### src/rtl/average_pool_stream_assert.svh
// Assertion macros for the average pooling block.
// Included by the modules that carry concurrent assertions.
`ifndef AVERAGE_POOL_STREAM_ASSERT_SVH
`define AVERAGE_POOL_STREAM_ASSERT_SVH
`ifndef ASSERT_OFF
`define APS_ASSERT_IMPL(lbl, a, c) \
  lbl: assert property (@(posedge clk) disable iff (!rst_n) (a) |-> (c)) else $error("lbl");
`define APS_ASSERT_NEXT(lbl, a, c) \
  lbl: assert property (@(posedge clk) disable iff (!rst_n) (a) |=> (c)) else $error("lbl");
`else
`define APS_ASSERT_IMPL(lbl, a, c)
`define APS_ASSERT_NEXT(lbl, a, c)
`endif
`endif

### src/rtl/aps_pkg.sv
// Package for the average pooling block: state codes, command and status types.
// No dependencies.
`timescale 1ns / 1ps
package aps_pkg;
  typedef enum logic [2:0] {
    ST_IDLE, ST_WRITE, ST_READ, ST_DIV, ST_OUT
  } aps_state_t;

  typedef struct packed {
    logic store;
    logic start_sum;
    logic start_div;
    logic load_out;
    logic advance;
  } aps_cmd_t;

  typedef struct packed {
    logic hit;
    logic sum_done;
    logic div_done;
  } aps_stat_t;
endpackage

### src/rtl/aps_ctrl.sv
// Controller state machine for the average pooling block.
// Depends on aps_pkg.
`timescale 1ns / 1ps
module aps_ctrl import aps_pkg::*; (
  input  logic      clk,
  input  logic      rst_n,
  input  logic      in_valid,
  output logic      in_ready,
  input  logic      out_busy,
  input  aps_stat_t stat,
  output aps_cmd_t  cmd
);
  aps_state_t state_r, state_nxt;

  always_ff @(posedge clk) begin
    if (!rst_n) state_r <= ST_IDLE;
    else state_r <= state_nxt;
  end

  always_comb begin
    state_nxt = state_r;
    cmd = '0;
    in_ready = 1'b0;
    case (state_r)
      ST_IDLE: begin
        in_ready = 1'b1;
        if (in_valid) begin
          cmd.store = 1'b1;
          state_nxt = ST_WRITE;
        end
      end
      ST_WRITE: begin
        if (stat.hit) begin
          cmd.start_sum = 1'b1;
          state_nxt = ST_READ;
        end else begin
          cmd.advance = 1'b1;
          state_nxt = ST_IDLE;
        end
      end
      ST_READ: begin
        if (stat.sum_done) begin
          cmd.start_div = 1'b1;
          state_nxt = ST_DIV;
        end
      end
      ST_DIV: begin
        if (stat.div_done) state_nxt = ST_OUT;
      end
      ST_OUT: begin
        if (!out_busy) begin
          cmd.load_out = 1'b1;
          cmd.advance = 1'b1;
          state_nxt = ST_IDLE;
        end
      end
      default: state_nxt = ST_IDLE;
    endcase
  end
endmodule

### config.mk
export PLATFORM = sky130hd
export DESIGN_NAME = aps_ctrl
export DESIGN_NICKNAME = d
export VERILOG_FILES = /design/src/rtl/average_pool_stream_assert.svh /design/src/rtl/aps_pkg.sv /design/src/rtl/aps_ctrl.sv
export SDC_FILE = /design/constraint.sdc
export NUM_CORES = 1
export LEC_CHECK = 0
export ABC_AREA = 1
export ABC_CLOCK_PERIOD_IN_PS = 1400
export BUFFER_PORTS_ARGS = -buffer_cell sky130_fd_sc_hd__buf_4
export CORE_AREA = 2 2 39 41
export DETAILED_ROUTE_END_ITERATION = 16
export DIE_AREA = 0 0 41 43
export GPL_ROUTABILITY_DRIVEN = 1
export MAX_ROUTING_LAYER = met4
export PLACE_DENSITY = 0.43
export SKIP_LAST_GASP = 1
export SYNTH_ARGS = -nofsm -noshare
export SYNTH_HDL_FRONTEND = slang
export SYNTH_SLANG_ARGS = --single-unit
### constraint.sdc
create_clock -name clk -period 1.4 [get_ports clk]
set_input_delay 0.28 -clock clk [delete_from_list [all_inputs] [get_ports clk]]
set_output_delay 0.28 -clock clk [all_outputs]
set_load 0.01 [all_outputs]
==> out/summary.md <==
• **clock transition time at the flip-flop clock pins of the worst setup and hold paths** 0.04 ns
• **placed inst area** 318 sq um
• **final critical-path setup slack** 0.0627 ns
• **number of filler instances in the final layout** 165
• **worst slack on hold paths** 0.297 ns
• **final core utilization** 0.264
• **placed wire-length estimate** 431 microns
• **die span in y** 43 microns
• **gpl congestion** 0.726
• **Routed wire per std cell** 8.09 microns
• **total overflow reported by the global router** 0
• **Residual DRC** 0
• **reported leakage power** 0.193 nW
• **wire length of the first global-routing pass** 814 microns
• **cell types occupying the most area after synthesis** dfxtp_1 29%, nand2_1 14%, a21oi_1 9.6%
• **non-filler cells in the finished layout** 69
• **launching element type of the critical path** flip-flop
• **cell types with the highest counts after synthesis** 8 x nand2_1, 5 x inv_1, 5 x nor2_1
• **placed cell count** 64
• **critical path class** reg2out
• **share of layout cells above drive strength 1** 0.472
• **setup violation total in the final timing report** 0
• **Cell Area, Synth** 208 sq um
• **Most flops, register** state_r
• **fin crit period** 1.34 ns
• **sinks on the clock net** 3
• **signed area change from the synthesized netlist to the final layout** 75.9%
• **number of antenna violations at the first check in global routing** 0
• **Final Cycle Share** 0.955
• **final setup TNS** 0 ns
• **Final Hold Violating Endpoints** 0
• **post-placement setup slack** 0.258 ns
• **fin nets** 61
• **PD cells** 1390 nW/um^2
• **gate count of the mapped netlist** 36
• **number of hold buffers added after CTS** 0
• **DR pass1 iterations** 4
• **count of pins over their slew limit** 0
• **count of H-tree levels built during CTS** 1
• **number of warnings issued by yosys** 0
• **number of flops mapped to enable cells by yosys** 0
• **CORE AREA** 1380 sq um
• **nets in the synthesized netlist** 43
• **highest fanout seen on the critical path** 5
• **full die area** 1760 sq um
• **Max Root-Sink Buffers** 2
• **post-route ant nets** 0
• **total chip power** 509 uW
• **Final Routed Wirelength** 558 microns
• **count of input and output buffers** 12
• **TritonCTS Buffers** 3
• **num ports** 13
• **Async S/R FF share, synth** 0
• **top flip-flop cell by instance count after synthesis** dfxtp_1
• **post-synthesis cell type count** 11
• **antenna diode count** 0
• **sequential area share after synthesis** 0.289
• **run status** complete, no violations
• **Worst-Skew Late Latency** 0.23 ns
• **cell at the root of the clock tree** clkbuf_4
• **# rows** 14
• **cell type with the largest total area after synthesis** dfxtp_1
• **worst endpoint required time** 1.12 ns
• **Layout Cell Area excl Fill** 365 sq um
• **Crit. End Element** output pin
• **Fin Clk Skew** 0.00165 ns
• **Largest regs** state_r (3)
• **most numerous cell in the Yosys netlist** nand2_1
• **Initial Util** 0.150
• **die outline width** 41 microns
• **total of flip-flops plus latches after synthesis** 3
• **post-detailed-route via-to-cell ratio** 4.00
• **data arrival at the endpoint of the critical path** 1.06 ns
• **HP Class** in2reg
• **detailed router's first-iteration violation count** 2
• **global-route usage over all layers** 0.0772
• **max FFs per register** 3
• **worst supply voltage drop on vdd** 0.000354 V
• **vias in the first global route** 227
• **maximum number of pins on one net before global-route repair** 7
• **tightest slew margin relative to the limit** 0.850
• **FMAX** 0.748 GHz
• **CTS tree** built
• **Via Count** 276
• **Synth Area per Inst** 5.77 sq um
• **max-capacitance violation count** 0
• **actual transition at the worst max-transition pin** 0.223 ns
• **area share of the leading cell type in the synthesized netlist** 0.289
## repair_timing
item	in CTS	in global routing
setup endpoints to repair	1	4
resized for setup	1	5
setup buffers	0	1
pin swaps	0	1
## cell families after synthesis
kind of cell,count (synthesis),share of synthesized area
simple gates,21,0.458
compound gates,5,0.127
buf+inv,7,0.127
flops,3,0.289
## critical path, cell delays in order (launching register included)
cell and delay (ns):
dfxtp_2 0.37, inv_2 0.07, nor4_1 0.22, buf_4 0.17
## area by class of cell
type | instances | area, sq um | area share
Timing Repair Buffer | 13 | 97.6 | 0.267
Multi-Input combinational cell | 26 | 131 | 0.360
Inverter | 7 | 26.3 | 0.0719
Clock buffer | 4 | 26.3 | 0.0719
Sequential cell | 3 | 63.8 | 0.175
Tap cell | 16 | 20.0 | 0.0548
## power by group
| group | total, mW | switching (mW) | internal [mW] |
|---|---|---|---|
| clock | 0.153 | 0.0465 | 0.107 |
| sequential | 0.136 | 0.0288 | 0.107 |
| combinational | 0.220 | 0.112 | 0.107 |
## worst paths after layout
path	startpoint	to	slack [ns]	cells after the start
worst min register to register	state_r[1]	state_r[1]	0.58	2
worst max-delay path	state_r[1]	cmd[2]	0.06	3
worst min-delay path	rst_n	state_r[0]	0.30	3
worst max register to register	state_r[1]	state_r[1]	0.35	6
## layout by cell type, fill, tap and decap left out, types with 2 or more instances in the layout
| cell | n |
|---|---|
| clkbuf_4 | 3 |
| a21oi_1 | 4 |
| dfxtp_2 | 3 |
| nand2_1 | 8 |
| inv_1 | 5 |
| nand3_1 | 4 |
| nor2_2 | 3 |
| inv_2 | 2 |
| nor2_1 | 3 |
| buf_4 | 13 |
## routing by layer
metal / share of wire / vias to the layer above / track usage
li1: - / 147 / -
met1: 0.39 / 119 / 0.0868
met2: 0.53 / 10 / 0.0844
met3: 0.075 / 0 / 0.0314
met4: 0 / 0 / 0.100
met5: 0 / - / -
Power figures use the tool's default switching activity.
